**config.mk**
```make
export PLATFORM = sky130hd
export DESIGN_NAME = playfair_digraph_cipher_flat
export DESIGN_NICKNAME = d
export VERILOG_FILES = /design/src/rtl/pfc_pkg.sv /design/src/rtl/pfc_if.sv /design/src/rtl/pfc_pair_gen.sv /design/src/rtl/pfc_cipher.sv /design/src/rtl/pfc_emit.sv /design/src/rtl/playfair_digraph_cipher.sv /design/src/flat_wrapper.sv
export SDC_FILE = /design/constraint.sdc
export NUM_CORES = 1
export LEC_CHECK = 0
export BUFFER_PORTS_ARGS = -buffer_cell sky130_fd_sc_hd__buf_2
export CORE_MARGIN = 2
export CORE_UTILIZATION = 55
export DETAILED_ROUTE_END_ITERATION = 10
export PLACE_DENSITY = 0.71
export SLEW_MARGIN = 25
export SYNTH_ARGS = -nofsm -noshare
export SYNTH_HDL_FRONTEND = slang
export SYNTH_HIERARCHICAL = 1
export SYNTH_SLANG_ARGS = --single-unit
```
**constraint.sdc**
```tcl
create_clock -name clk -period 3.25 [get_ports clk]
set_input_delay 0.4875 -clock clk [delete_from_list [all_inputs] [get_ports clk]]
set_output_delay 0.4875 -clock clk [all_outputs]
set_load 0.01 [all_outputs]
```
**src/rtl/pfc_pkg.sv**
```systemverilog
`timescale 1ns / 1ps
// ----------------------------------------------------------------------------
// pfc_pkg
// shared constants, types and key square lookups for the playfair digraph
// cipher
// ----------------------------------------------------------------------------
package pfc_pkg;

  localparam int unsigned SQ_DIM = 5;
  localparam int unsigned POS_W  = $clog2(SQ_DIM);
  localparam logic [7:0]  PAD_CHAR = 8'h78;  // 'x'

  localparam logic [7:0] KEY_SQUARE [SQ_DIM][SQ_DIM] = '{
    '{8'h6d, 8'h6f, 8'h6e, 8'h61, 8'h72},  // m o n a r
    '{8'h63, 8'h68, 8'h79, 8'h62, 8'h64},  // c h y b d
    '{8'h65, 8'h66, 8'h67, 8'h69, 8'h6b},  // e f g i k
    '{8'h6c, 8'h70, 8'h71, 8'h73, 8'h74},  // l p q s t
    '{8'h75, 8'h76, 8'h77, 8'h78, 8'h7a}   // u v w x z
  };

  typedef struct packed {
    logic [POS_W-1:0] row;
    logic [POS_W-1:0] col;
  } pos_t;

  // one digraph to encipher, emitted once or (padded repeat at end) twice
  typedef struct packed {
    pos_t a;
    pos_t b;
    logic two_pairs;
    logic eom;
  } job_t;

  // letters outside the square sit at row 0, column 0
  function automatic pos_t locate(input logic [7:0] c);
    pos_t p;
    p = '0;
    for (int r = 0; r < SQ_DIM; r++) begin
      for (int k = 0; k < SQ_DIM; k++) begin
        if (KEY_SQUARE[r][k] == c) begin
          p.row = POS_W'(r);
          p.col = POS_W'(k);
        end
      end
    end
    return p;
  endfunction

  // one step along a row or column with wrap, +1 or -1
  function automatic logic [POS_W-1:0] step_pos(input logic [POS_W-1:0] v,
                                                input logic dec);
    logic [POS_W-1:0] r;
    if (dec) begin
      r = (v == '0) ? POS_W'(SQ_DIM - 1) : v - POS_W'(1);
    end else begin
      r = (v == POS_W'(SQ_DIM - 1)) ? '0 : v + POS_W'(1);
    end
    return r;
  endfunction

endpackage

```
**src/rtl/pfc_if.sv**
```systemverilog
`timescale 1ns / 1ps
// ----------------------------------------------------------------------------
// pfc_if
// valid/ready channels of the playfair digraph cipher
// ----------------------------------------------------------------------------
interface pfc_in_if;
  logic       valid;
  logic       ready;
  logic [7:0] char_in;
  logic       end_of_message;
  modport source (output valid, char_in, end_of_message, input ready);
  modport sink   (input valid, char_in, end_of_message, output ready);
endinterface

interface pfc_out_if;
  logic       valid;
  logic       ready;
  logic [7:0] char_out;
  logic       run_end;
  logic       message_end;
  modport source (output valid, char_out, run_end, message_end, input ready);
  modport sink   (input valid, char_out, run_end, message_end, output ready);
endinterface

interface pfc_cfg_if;
  logic valid;
  logic ready;
  logic decrypt_mode;
  modport source (output valid, decrypt_mode, input ready);
  modport sink   (input valid, decrypt_mode, output ready);
endinterface

```
**src/rtl/pfc_pair_gen.sv**
```systemverilog
`timescale 1ns / 1ps
// ----------------------------------------------------------------------------
// pfc_pair_gen
// pairs incoming letters, holds the pending letter and registers one digraph
// job with its key square positions
// ----------------------------------------------------------------------------
module pfc_pair_gen (
  input  logic           clk,
  input  logic           rst,
  input  logic           in_valid,
  output logic           in_ready,
  input  logic [7:0]     char_in,
  input  logic           end_of_message,
  output logic           job_valid,
  output pfc_pkg::job_t  job,
  input  logic           job_done
);
  import pfc_pkg::*;

  logic       pending_valid;
  logic [7:0] pending_char;
  logic       accept;
  logic       make_job;
  logic       same;
  logic [7:0] second;

  assign in_ready = !job_valid || job_done;
  assign accept   = in_valid && in_ready;
  assign same     = (pending_char == char_in);
  assign make_job = pending_valid || end_of_message;
  // partner letter of the pair
  assign second   = (pending_valid && !same) ? char_in : PAD_CHAR;

  always_ff @(posedge clk) begin
    if (rst) begin
      pending_valid <= 1'b0;
      pending_char  <= '0;
      job_valid     <= 1'b0;
    end else begin
      if (accept && make_job) begin
        job_valid <= 1'b1;
      end else if (job_done) begin
        job_valid <= 1'b0;
      end
      if (accept) begin
        if (end_of_message || (pending_valid && !same)) begin
          pending_valid <= 1'b0;
          pending_char  <= '0;
        end else begin
          pending_valid <= 1'b1;
          pending_char  <= char_in;
        end
      end
    end
  end

  always_ff @(posedge clk) begin
    if (accept && make_job) begin
      job.a         <= locate(pending_valid ? pending_char : char_in);
      job.b         <= locate(second);
      job.two_pairs <= pending_valid && same && end_of_message;
      job.eom       <= end_of_message;
    end
  end

endmodule

```
**src/rtl/pfc_cipher.sv**
```systemverilog
`timescale 1ns / 1ps
// ----------------------------------------------------------------------------
// pfc_cipher
// playfair rule on one digraph: row shift, column shift or column swap
// ----------------------------------------------------------------------------
module pfc_cipher (
  input  pfc_pkg::pos_t a,
  input  pfc_pkg::pos_t b,
  input  logic          decrypt_mode,
  output logic [7:0]    letter_a,
  output logic [7:0]    letter_b
);
  import pfc_pkg::*;

  pos_t na;
  pos_t nb;

  always_comb begin
    na = a;
    nb = b;
    if (a.row == b.row) begin
      na.col = step_pos(a.col, decrypt_mode);
      nb.col = step_pos(b.col, decrypt_mode);
    end else if (a.col == b.col) begin
      na.row = step_pos(a.row, decrypt_mode);
      nb.row = step_pos(b.row, decrypt_mode);
    end else begin
      na.col = b.col;
      nb.col = a.col;
    end
  end

  assign letter_a = KEY_SQUARE[na.row][na.col];
  assign letter_b = KEY_SQUARE[nb.row][nb.col];

endmodule

```
**src/rtl/pfc_emit.sv**
```systemverilog
`timescale 1ns / 1ps
// ----------------------------------------------------------------------------
// pfc_emit
// walks job letters to the output register, one beat per cycle unless stalled
// ----------------------------------------------------------------------------
module pfc_emit (
  input  logic          clk,
  input  logic          rst,
  input  logic          job_valid,
  input  pfc_pkg::job_t job,
  input  logic [7:0]    letter_a,
  input  logic [7:0]    letter_b,
  output logic          job_done,
  output logic          out_valid,
  input  logic          out_ready,
  output logic [7:0]    char_out,
  output logic          run_end,
  output logic          message_end
);
  import pfc_pkg::*;

  logic [1:0] idx;
  logic       load;
  logic       last;

  assign load     = job_valid && (!out_valid || out_ready);
  assign last     = job.two_pairs ? (idx == 2'd3) : (idx == 2'd1);
  assign job_done = load && last;

  always_ff @(posedge clk) begin
    if (rst) begin
      out_valid <= 1'b0;
      idx       <= '0;
    end else begin
      if (load) begin
        out_valid <= 1'b1;
        idx       <= last ? 2'd0 : idx + 2'd1;
      end else if (out_ready) begin
        out_valid <= 1'b0;
      end
    end
  end

  always_ff @(posedge clk) begin
    if (load) begin
      char_out    <= idx[0] ? letter_b : letter_a;
      run_end     <= last;
      message_end <= last && job.eom;
    end
  end

endmodule

```
**src/rtl/playfair_digraph_cipher.sv**
```systemverilog
`timescale 1ns / 1ps
// ----------------------------------------------------------------------------
// playfair_digraph_cipher
// playfair digraph cipher over a fixed 5x5 key square, letter stream in and out
// ----------------------------------------------------------------------------
// usage
//   letters: one ascii byte per beat, end_of_message flags the last letter
//   ciphers: one enciphered byte per beat; run_end marks the last letter a
//     given input beat caused, message_end the last letter of the message
//   cfg: single write of decrypt_mode, always ready; write only while idle
// timing
//   an input beat that completes a pair is registered as a job, and its first
//   output letter then moves from the job into the output register; the
//   output register drains one letter per cycle while the output is not
//   stalled, so a beat yields two letters (one pair) or four letters
//   (repeated letter at end of message, two pairs); a beat that only parks a
//   letter yields none. the single output letter register sets the rate
//   while a job is held, a new letter is taken in the cycle the last letter
//   of the current job moves into the output register
// reset
//   clears the pending letter, the job slot, the output register and selects
//   encryption
// stall
//   a stalled output holds its beat; the job slot fills and then letters
//   back-pressures
// ----------------------------------------------------------------------------
module playfair_digraph_cipher (
  input  logic      clk,
  input  logic      rst,
  pfc_in_if.sink    letters,
  pfc_out_if.source ciphers,
  pfc_cfg_if.sink   cfg
);
  import pfc_pkg::*;

  logic       decrypt_mode;
  logic       job_valid;
  logic       job_done;
  job_t       job;
  logic [7:0] letter_a;
  logic [7:0] letter_b;

  // config register, always ready; sender writes it only while idle, unenforced
  assign cfg.ready = 1'b1;

  always_ff @(posedge clk) begin
    if (rst) begin
      decrypt_mode <= 1'b0;
    end else if (cfg.valid) begin
      decrypt_mode <= cfg.decrypt_mode;
    end
  end

  // pending letter and registered digraph positions
  pfc_pair_gen u_pair_gen (
    .clk            (clk),
    .rst            (rst),
    .in_valid       (letters.valid),
    .in_ready       (letters.ready),
    .char_in        (letters.char_in),
    .end_of_message (letters.end_of_message),
    .job_valid      (job_valid),
    .job            (job),
    .job_done       (job_done)
  );

  // key square rule on the held digraph
  pfc_cipher u_cipher (
    .a            (job.a),
    .b            (job.b),
    .decrypt_mode (decrypt_mode),
    .letter_a     (letter_a),
    .letter_b     (letter_b)
  );

  // letter sequencing into the output register
  pfc_emit u_emit (
    .clk         (clk),
    .rst         (rst),
    .job_valid   (job_valid),
    .job         (job),
    .letter_a    (letter_a),
    .letter_b    (letter_b),
    .job_done    (job_done),
    .out_valid   (ciphers.valid),
    .out_ready   (ciphers.ready),
    .char_out    (ciphers.char_out),
    .run_end     (ciphers.run_end),
    .message_end (ciphers.message_end)
  );

endmodule

```
**src/flat_wrapper.sv**
```systemverilog
// flat-port wrapper written by rule: the top's interface ports become plain ports
module playfair_digraph_cipher_flat import pfc_pkg::*;
  (clk, rst, letters_valid, letters_char_in, letters_end_of_message, letters_ready, ciphers_valid, ciphers_char_out, ciphers_run_end, ciphers_message_end, ciphers_ready, cfg_valid, cfg_decrypt_mode, cfg_ready);
  pfc_in_if letters_i ();
  pfc_out_if ciphers_i ();
  pfc_cfg_if cfg_i ();
  input  logic clk;
  input  logic rst;
  input wire logic [$bits(letters_i.valid)-1:0] letters_valid;
  input wire logic [$bits(letters_i.char_in)-1:0] letters_char_in;
  input wire logic [$bits(letters_i.end_of_message)-1:0] letters_end_of_message;
  output wire logic [$bits(letters_i.ready)-1:0] letters_ready;
  output wire logic [$bits(ciphers_i.valid)-1:0] ciphers_valid;
  output wire logic [$bits(ciphers_i.char_out)-1:0] ciphers_char_out;
  output wire logic [$bits(ciphers_i.run_end)-1:0] ciphers_run_end;
  output wire logic [$bits(ciphers_i.message_end)-1:0] ciphers_message_end;
  input wire logic [$bits(ciphers_i.ready)-1:0] ciphers_ready;
  input wire logic [$bits(cfg_i.valid)-1:0] cfg_valid;
  input wire logic [$bits(cfg_i.decrypt_mode)-1:0] cfg_decrypt_mode;
  output wire logic [$bits(cfg_i.ready)-1:0] cfg_ready;
  assign letters_i.valid = letters_valid;
  assign letters_i.char_in = letters_char_in;
  assign letters_i.end_of_message = letters_end_of_message;
  assign letters_ready = letters_i.ready;
  assign ciphers_valid = ciphers_i.valid;
  assign ciphers_char_out = ciphers_i.char_out;
  assign ciphers_run_end = ciphers_i.run_end;
  assign ciphers_message_end = ciphers_i.message_end;
  assign ciphers_i.ready = ciphers_ready;
  assign cfg_i.valid = cfg_valid;
  assign cfg_i.decrypt_mode = cfg_decrypt_mode;
  assign cfg_ready = cfg_i.ready;
  playfair_digraph_cipher u_core (.clk(clk), .rst(rst), .letters(letters_i), .ciphers(ciphers_i), .cfg(cfg_i));
endmodule
```
==> flow_summary.yaml, run 1 <==
timing:
  max_clock_freq_mhz: 333
  tightest_slew_ns: 0.811
  fin_crit_ns: 3.01
  slew_viol_final: 0
  setup_ws_ns: 0.244
  finalSetupViolCount: 0
  final_hold_viol_count: 0
  slew_headroom_pct: 45.7
  rsz0062_at_grt: "false"
  fin_skew_ns: 0.0180
  finalSetupTns_ns: 0
  fin_crit_sh_pct: 92.5
setup_path:
  crit_chain: "inv_1 -> ha_1 -> or2_0 -> mux4_2 -> a21oi_2 -> inv_1 -> o311ai_0 -> o211ai_1 -> mux2_4"
  crit_slowest_cell: "mux4_2"
  reg2reg_depth: 9
  crit_path_max_fanout: 6
  critPathLaunch: "u_core/u_pair_gen/job[12]"
  cp-end-kind: "register"
  critPathKind: "reg2reg"
  cpPeakStageDelay_ns: 0.51
  reg2reg_from: "u_core/u_pair_gen/job[12]"
  cp.arrival_ns: 3.06
  crit_path_frequent_cell: "inv_1"
  start_kind: "register"
  rrSetupSlack_ns: 0.24
  required_ns: 3.30
  r2r_end: "u_core/u_emit/char_out[3]"
layout:
  multi_input_area_um2: 2580
  nFillCells: 617
  area_growth_pct: 5.05
  layout-drive-gt1-share_pct: 20.2
  seq_area_um2: 1000
  finalNetCount: 483
  diodes: 0
status:
  status: "complete, no violations"
detailed_routing:
  antenna_left: 0
  dr_total_vias: 3333
  vias_per_cell: 6.09
  wire_per_inst_um: 15.9
  drt_first_iter_violations: 213
  drc: 0
  first_pass_iters: 5
  wirelength_um: 8680
power_and_ir_drop:
  p_leak_uw: 0.00160
  p_total_uw: 1440
  p_per_area_nw_per_um2: 349
  ir_drop_mv: 0.257
global_routing:
  grt_util_all_layers_pct: 23.0
  gr-total-overflow: 0
  antenna_found_initial: 0
  grt_first_pass_wirelength_um: 14300
  grt_pass1_vias: 3042
  grt_max_degree: 26
die:
  pin_count: 28
  dieArea_um2: 7810
  start_util_pct: 57.3
  die_y_um: 88.4
  coreArea_um2: 6830
  num_rows: 30
  dieWidth_um: 88.4
placement:
  place_congestion: 0.950
  portBuffers: 26
  dp_slack_ns: 0.222
  place_hpwl_um: 6360
logic_synthesis:
  synthCells: 434
  synthDistinctLibCells: 89
  avgSynthCellArea_um2: 9.02
  yosysMostFrequentCell: "nor2_1"
  async_reset_ff_share_pct: 0
  synth_top_area_cell: "edfxtp_1"
  synth_top_flop_cell: "edfxtp_1"
  syn_area_um2: 3920
  ys_ff_latch: 38
  ys_top_cells_by_count: "nor2_1, nand2_1, a21oi_1"
  synth_top_area_share_pct: 18.4
  synth_area_leaders: "edfxtp_1, dfxtp_1, ha_1, mux2i_1, nor2_1"
  seq_area_frac_synth_pct: 25.6
  yosysWarnings: 6
  synth_edf_count: 24
clock_network:
  cts_max_path_buffers: 2
  cts_tree: "built"
  cts_resized: 0
  cts_root_buf: "clkbuf_8"
  clk_latency_ns: 0.30
  cts_sinks: 38
  cts_buffers: 5
  htreeDepth: 2
  path_clk_slew_ns: 0.09
  holdBufCountCts: 0
worst_hold_path:
  min_path_cells: 1
  min_to: "u_core/u_pair_gen/job[0]"
  worst_hold_path_type: "in2reg"
  hp-start: "letters_end_of_message"
run:
  cap_violations: 0
metrics by stage:
stage,cell area [um2],utilization [%],hold slack [ns],std cells
floorplan,3920,-,0.455,435
global placement,3990,58.4,0.482,537
detailed placement,3990,58.4,0.496,537
CTS,4100,60.0,0.400,545
global route,4110,60.2,0.397,547
finish,4110,60.2,0.405,547
critical path: cells and delay by family (launching register included):
family	cells	cell delay (ns)
muxes	2	0.79
adders and majority gates	1	0.29
and+or+nand+nor	1	0.22
AOI/OAI and AO/OA	3	0.80
buffers and inverters	2	0.25
DFF	1	0.42
report_power, final:
group          internal [uW]  leakage [uW]  switching, uW  total (uW)
Clock                    198     0.0000529            177         375
Sequential               548      0.000337           31.9         580
Combinational            206       0.00121            276         482
Total                    952       0.00160            485        1440
how the worst max path moves through the flow:
stage | endpoint | slack [ns]
after floorplan | u_core/u_emit/char_out[3] | 0.46
after global placement | u_core/u_emit/char_out[3] | 0.33
after detailed placement | u_core/u_emit/char_out[3] | 0.22
after CTS | u_core/u_emit/char_out[3] | 0.22
after global routing | u_core/u_emit/char_out[0] | 0.04
final | u_core/u_emit/char_out[3] | 0.24
routing by layer:
layer	up-vias	share of wire, %	GRT usage, %
met5	-	0	0
met2	85	49	38.9
met3	19	2.9	3.64
met4	0	2.7	9.37
li1	1640	-	-
met1	1589	46	29.4
flip-flops by register name, indices dropped and copies added, names as in the netlist:
register,flops
u_core/u_pair_gen/pending_char,8
u_core/u_pair_gen/pending_valid,1
u_core/u_pair_gen/job_valid,1
u_core/u_pair_gen/job,14
u_core/u_emit/out_valid,1
u_core/u_emit/run_end,1
u_core/decrypt_mode,1
u_core/u_emit/char_out,8
u_core/u_emit/idx,2
u_core/u_emit/message_end,1
cells in the final DEF, fill, tap and decap left out, types with 3 or more instances in the layout:
master    netlist  routed
a211oi_1        5       5
nand3_1        14      14
o21a_1          4       4
conb_1          2       3
edfxtp_1       24      24
nor2_1         44      44
xor2_1          7       7
nand2b_1        6       6
buf_2           7      26
mux2_4          6       6
a32o_1          8       8
nor4_1          3       3
a221o_1         3       3
mux2i_1        17      17
o21ai_1         3       3
ha_1           18      18
a311oi_1        4       4
dfxtp_1        14      14
o211ai_1        5       5
nor3_1          7       7
a31oi_1         7       7
xnor2_1        12      12
nor2b_1         5       5
nand3b_1        5       5
o31ai_1         3       3
mux2_2          9       9
buf_4           6      11
mux2i_2         4       4
o21ai_0        15      15
nand2_1        29      29
and3_2          3       3
clkbuf_8        5       5
inv_1          22      22
a21oi_1        26      26
nor3b_1         4       4
cell families (layout without fill, tap and decap cells):
group                    count (synthesis)  in the layout  share of synthesized area, %
other                                    2              3                         0.192
AND/OR/NAND/NOR                        142            142                          19.2
flip-flops                              38             38                          25.6
multiplexers                            40             40                          13.0
XOR/XNOR                                20             20                          4.66
buffers and inverters                   53             69                          8.63
AO/OA/AOI/OAI                          121            121                          23.0
adder cells (fa/ha/maj)                 18             18                          5.75
what timing repair did:
item,CTS,global route
endpoints found under the hold margin,0,0
endpoints found under the setup margin,0,3
setup buffers,0,2
cell type report:
type                            count  share of cell area, %
Sequential cell                    38                   24.3
Inverter                           24                   2.22
Multi-Input combinational cell    344                   62.7
Tap cell                           96                   2.92
Clock inverter                      2                  0.335
Timing Repair Buffer               37                   5.17
Clock buffer                        6                   2.28
(Power assumes the default switching activity.)
==> run 2, diff against run 1 <==
CTS_BUF_LIST = sky130_fd_sc_hd__clkbuf_8   (was not set)
==> flow_summary.yaml, run 2 (same netlist as run 1, synthesis figures left out) <==
detailed_routing:
  wire_per_inst_um: 15.7
  first_pass_iters: 5
  vias_per_cell: 6.11
  drt_first_iter_violations: 180
  wirelength_um: 8570
  antenna_left: 0
  dr_total_vias: 3343
  drc: 0
die:
  dieWidth_um: 88.4
  start_util_pct: 57.3
  dieArea_um2: 7810
  num_rows: 30
  coreArea_um2: 6830
  pin_count: 28
  die_y_um: 88.4
clock_network:
  holdBufCountCts: 0
  cts_resized: 0
  cts_buffers: 5
  htreeDepth: 2
  clk_latency_ns: 0.30
  path_clk_slew_ns: 0.09
  cts_sinks: 38
  cts_root_buf: "clkbuf_8"
  cts_tree: "built"
  cts_max_path_buffers: 2
global_routing:
  grt_max_degree: 26
  grt_pass1_vias: 3043
  gr-total-overflow: 0
  antenna_found_initial: 0
  grt_first_pass_wirelength_um: 14200
  grt_util_all_layers_pct: 22.8
layout:
  final_common_cell: "nor2_1"
  max_flop_register: "u_core/u_pair_gen/job"
  layout_common_cells: "nor2_1, nand2_1, buf_2, a21oi_1, edfxtp_1"
  largest_register_ffs: 14
  finalNetCount: 483
  area_growth_pct: 5.18
  layout-drive-gt1-share_pct: 20.2
  top_regs: "u_core/u_pair_gen/job x14, u_core/u_emit/char_out x8, u_core/u_pair_gen/pending_char x8"
  diodes: 0
power_and_ir_drop:
  combPwrFrac_pct: 32.7
  p_leak_uw: 0.00160
  pwr-share-clk_pct: 27.7
  ir_drop_mv: 0.257
  internal_power_uw: 983
  p_per_area_nw_per_um2: 356
  p_seq_share_pct: 39.6
  switching_share_pct: 32.9
  p_total_uw: 1470
  power.switching_uw: 482
timing:
  fin_crit_ns: 2.99
  tightest_slew_ns: 0.823
  slew_headroom_pct: 44.9
  final_hold_viol_count: 0
  max_clock_freq_mhz: 334
  slew_viol_final: 0
  finalSetupViolCount: 0
  finalSetupTns_ns: 0
  rsz0062_at_grt: "false"
  fin_crit_sh_pct: 92.0
  fin_skew_ns: 0.0157
placement:
  portBuffers: 26
  place_congestion: 0.950
  place_hpwl_um: 6360
worst_hold_path:
  worst_hold_path_type: "in2reg"
  hp-start: "letters_end_of_message"
setup_path:
  cp-end-kind: "register"
  crit_path_end: "u_core/u_emit/char_out[3]"
  critPathLaunch: "u_core/u_pair_gen/job[12]"
  crit_path_max_fanout: 6
  r2r_end: "u_core/u_emit/char_out[3]"
  cp.arrival_ns: 3.04
  required_ns: 3.30
  reg2reg_depth: 9
  critPathKind: "reg2reg"
  reg2reg_from: "u_core/u_pair_gen/job[12]"
  rrSetupSlack_ns: 0.26
  start_kind: "register"
run:
  cap_violations: 0
status:
  status: "complete, no violations"
run 2: cell count changes in the layout (fill, tap and decap cells not counted):
cell	previous run	this run
clkbuf_16	1	0
bufinv_16	0	1
run 2: power groups by stage:
stage                     clock network (uW)  logic (uW)  registers [uW]
after floorplan                            0         395             584
final                                    406         480             580
after detailed placement                   0         470             592
after global placement                     0         462             591
after CTS                                410         472             581
after global routing                     426         532             584
run 2: metrics by stage:
step / setup slack, ns / cell area [um2] / utilization [%] / hold WS, ns / cells
2_1_floorplan: 0.461 / 3920 / - / 0.455 / 435
3_5_place_dp: 0.222 / 3990 / 58.4 / 0.496 / 537
6_report: 0.260 / 4120 / 60.3 / 0.408 / 547
4_1_cts: 0.216 / 4100 / 60.1 / 0.401 / 545
3_3_place_gp: 0.335 / 3990 / 58.4 / 0.482 / 537
5_1_grt: 0.0576 / 4120 / 60.3 / 0.399 / 547
run 2: worst max-delay path, cell delays in order (launching register included):
cell,delay [ns]
edfxtp_1,0.42
inv_1,0.16
ha_1,0.29
or2_0,0.22
mux4_2,0.51
a21oi_2,0.28
inv_1,0.09
o311ai_0,0.36
o211ai_1,0.14
mux2_4,0.28
run 2: how the worst min path moves through the flow:
stage | cells after the start | end | slack, ns
detailed placement | 2 | u_core/u_emit/out_valid | 0.50
global placement | 2 | u_core/u_emit/out_valid | 0.48
global route | 1 | u_core/u_pair_gen/job[0] | 0.40
finish | 1 | u_core/u_pair_gen/job[0] | 0.41
CTS | 1 | u_core/u_pair_gen/job[0] | 0.40
floorplan | 2 | u_core/decrypt_mode | 0.45
run 2: cell type report:
type | instances | area [um2]
repair buffers | 37 | 213
inverters | 24 | 91.3
fillers | 620 | 2710
multi-input cells | 344 | 2580
flip-flops and latches | 38 | 1000
clock inverters | 3 | 43.8
well taps | 96 | 120
clock buffers | 5 | 68.8
run 2: per-layer routing:
metal | vias up | part of all wire, % | track usage [%]
li1 | 1647 | - | -
met2 | 78 | 49 | 38.4
met1 | 1597 | 45 | 29.2
met3 | 21 | 3.1 | 3.73
met5 | - | 0 | 0
met4 | 0 | 2.9 | 9.37
run 2: repair_timing:
item	4_1_cts	5_1_grt
hold endpoints to repair	0	0
setup buffers	0	2
setup endpoints to repair	0	3
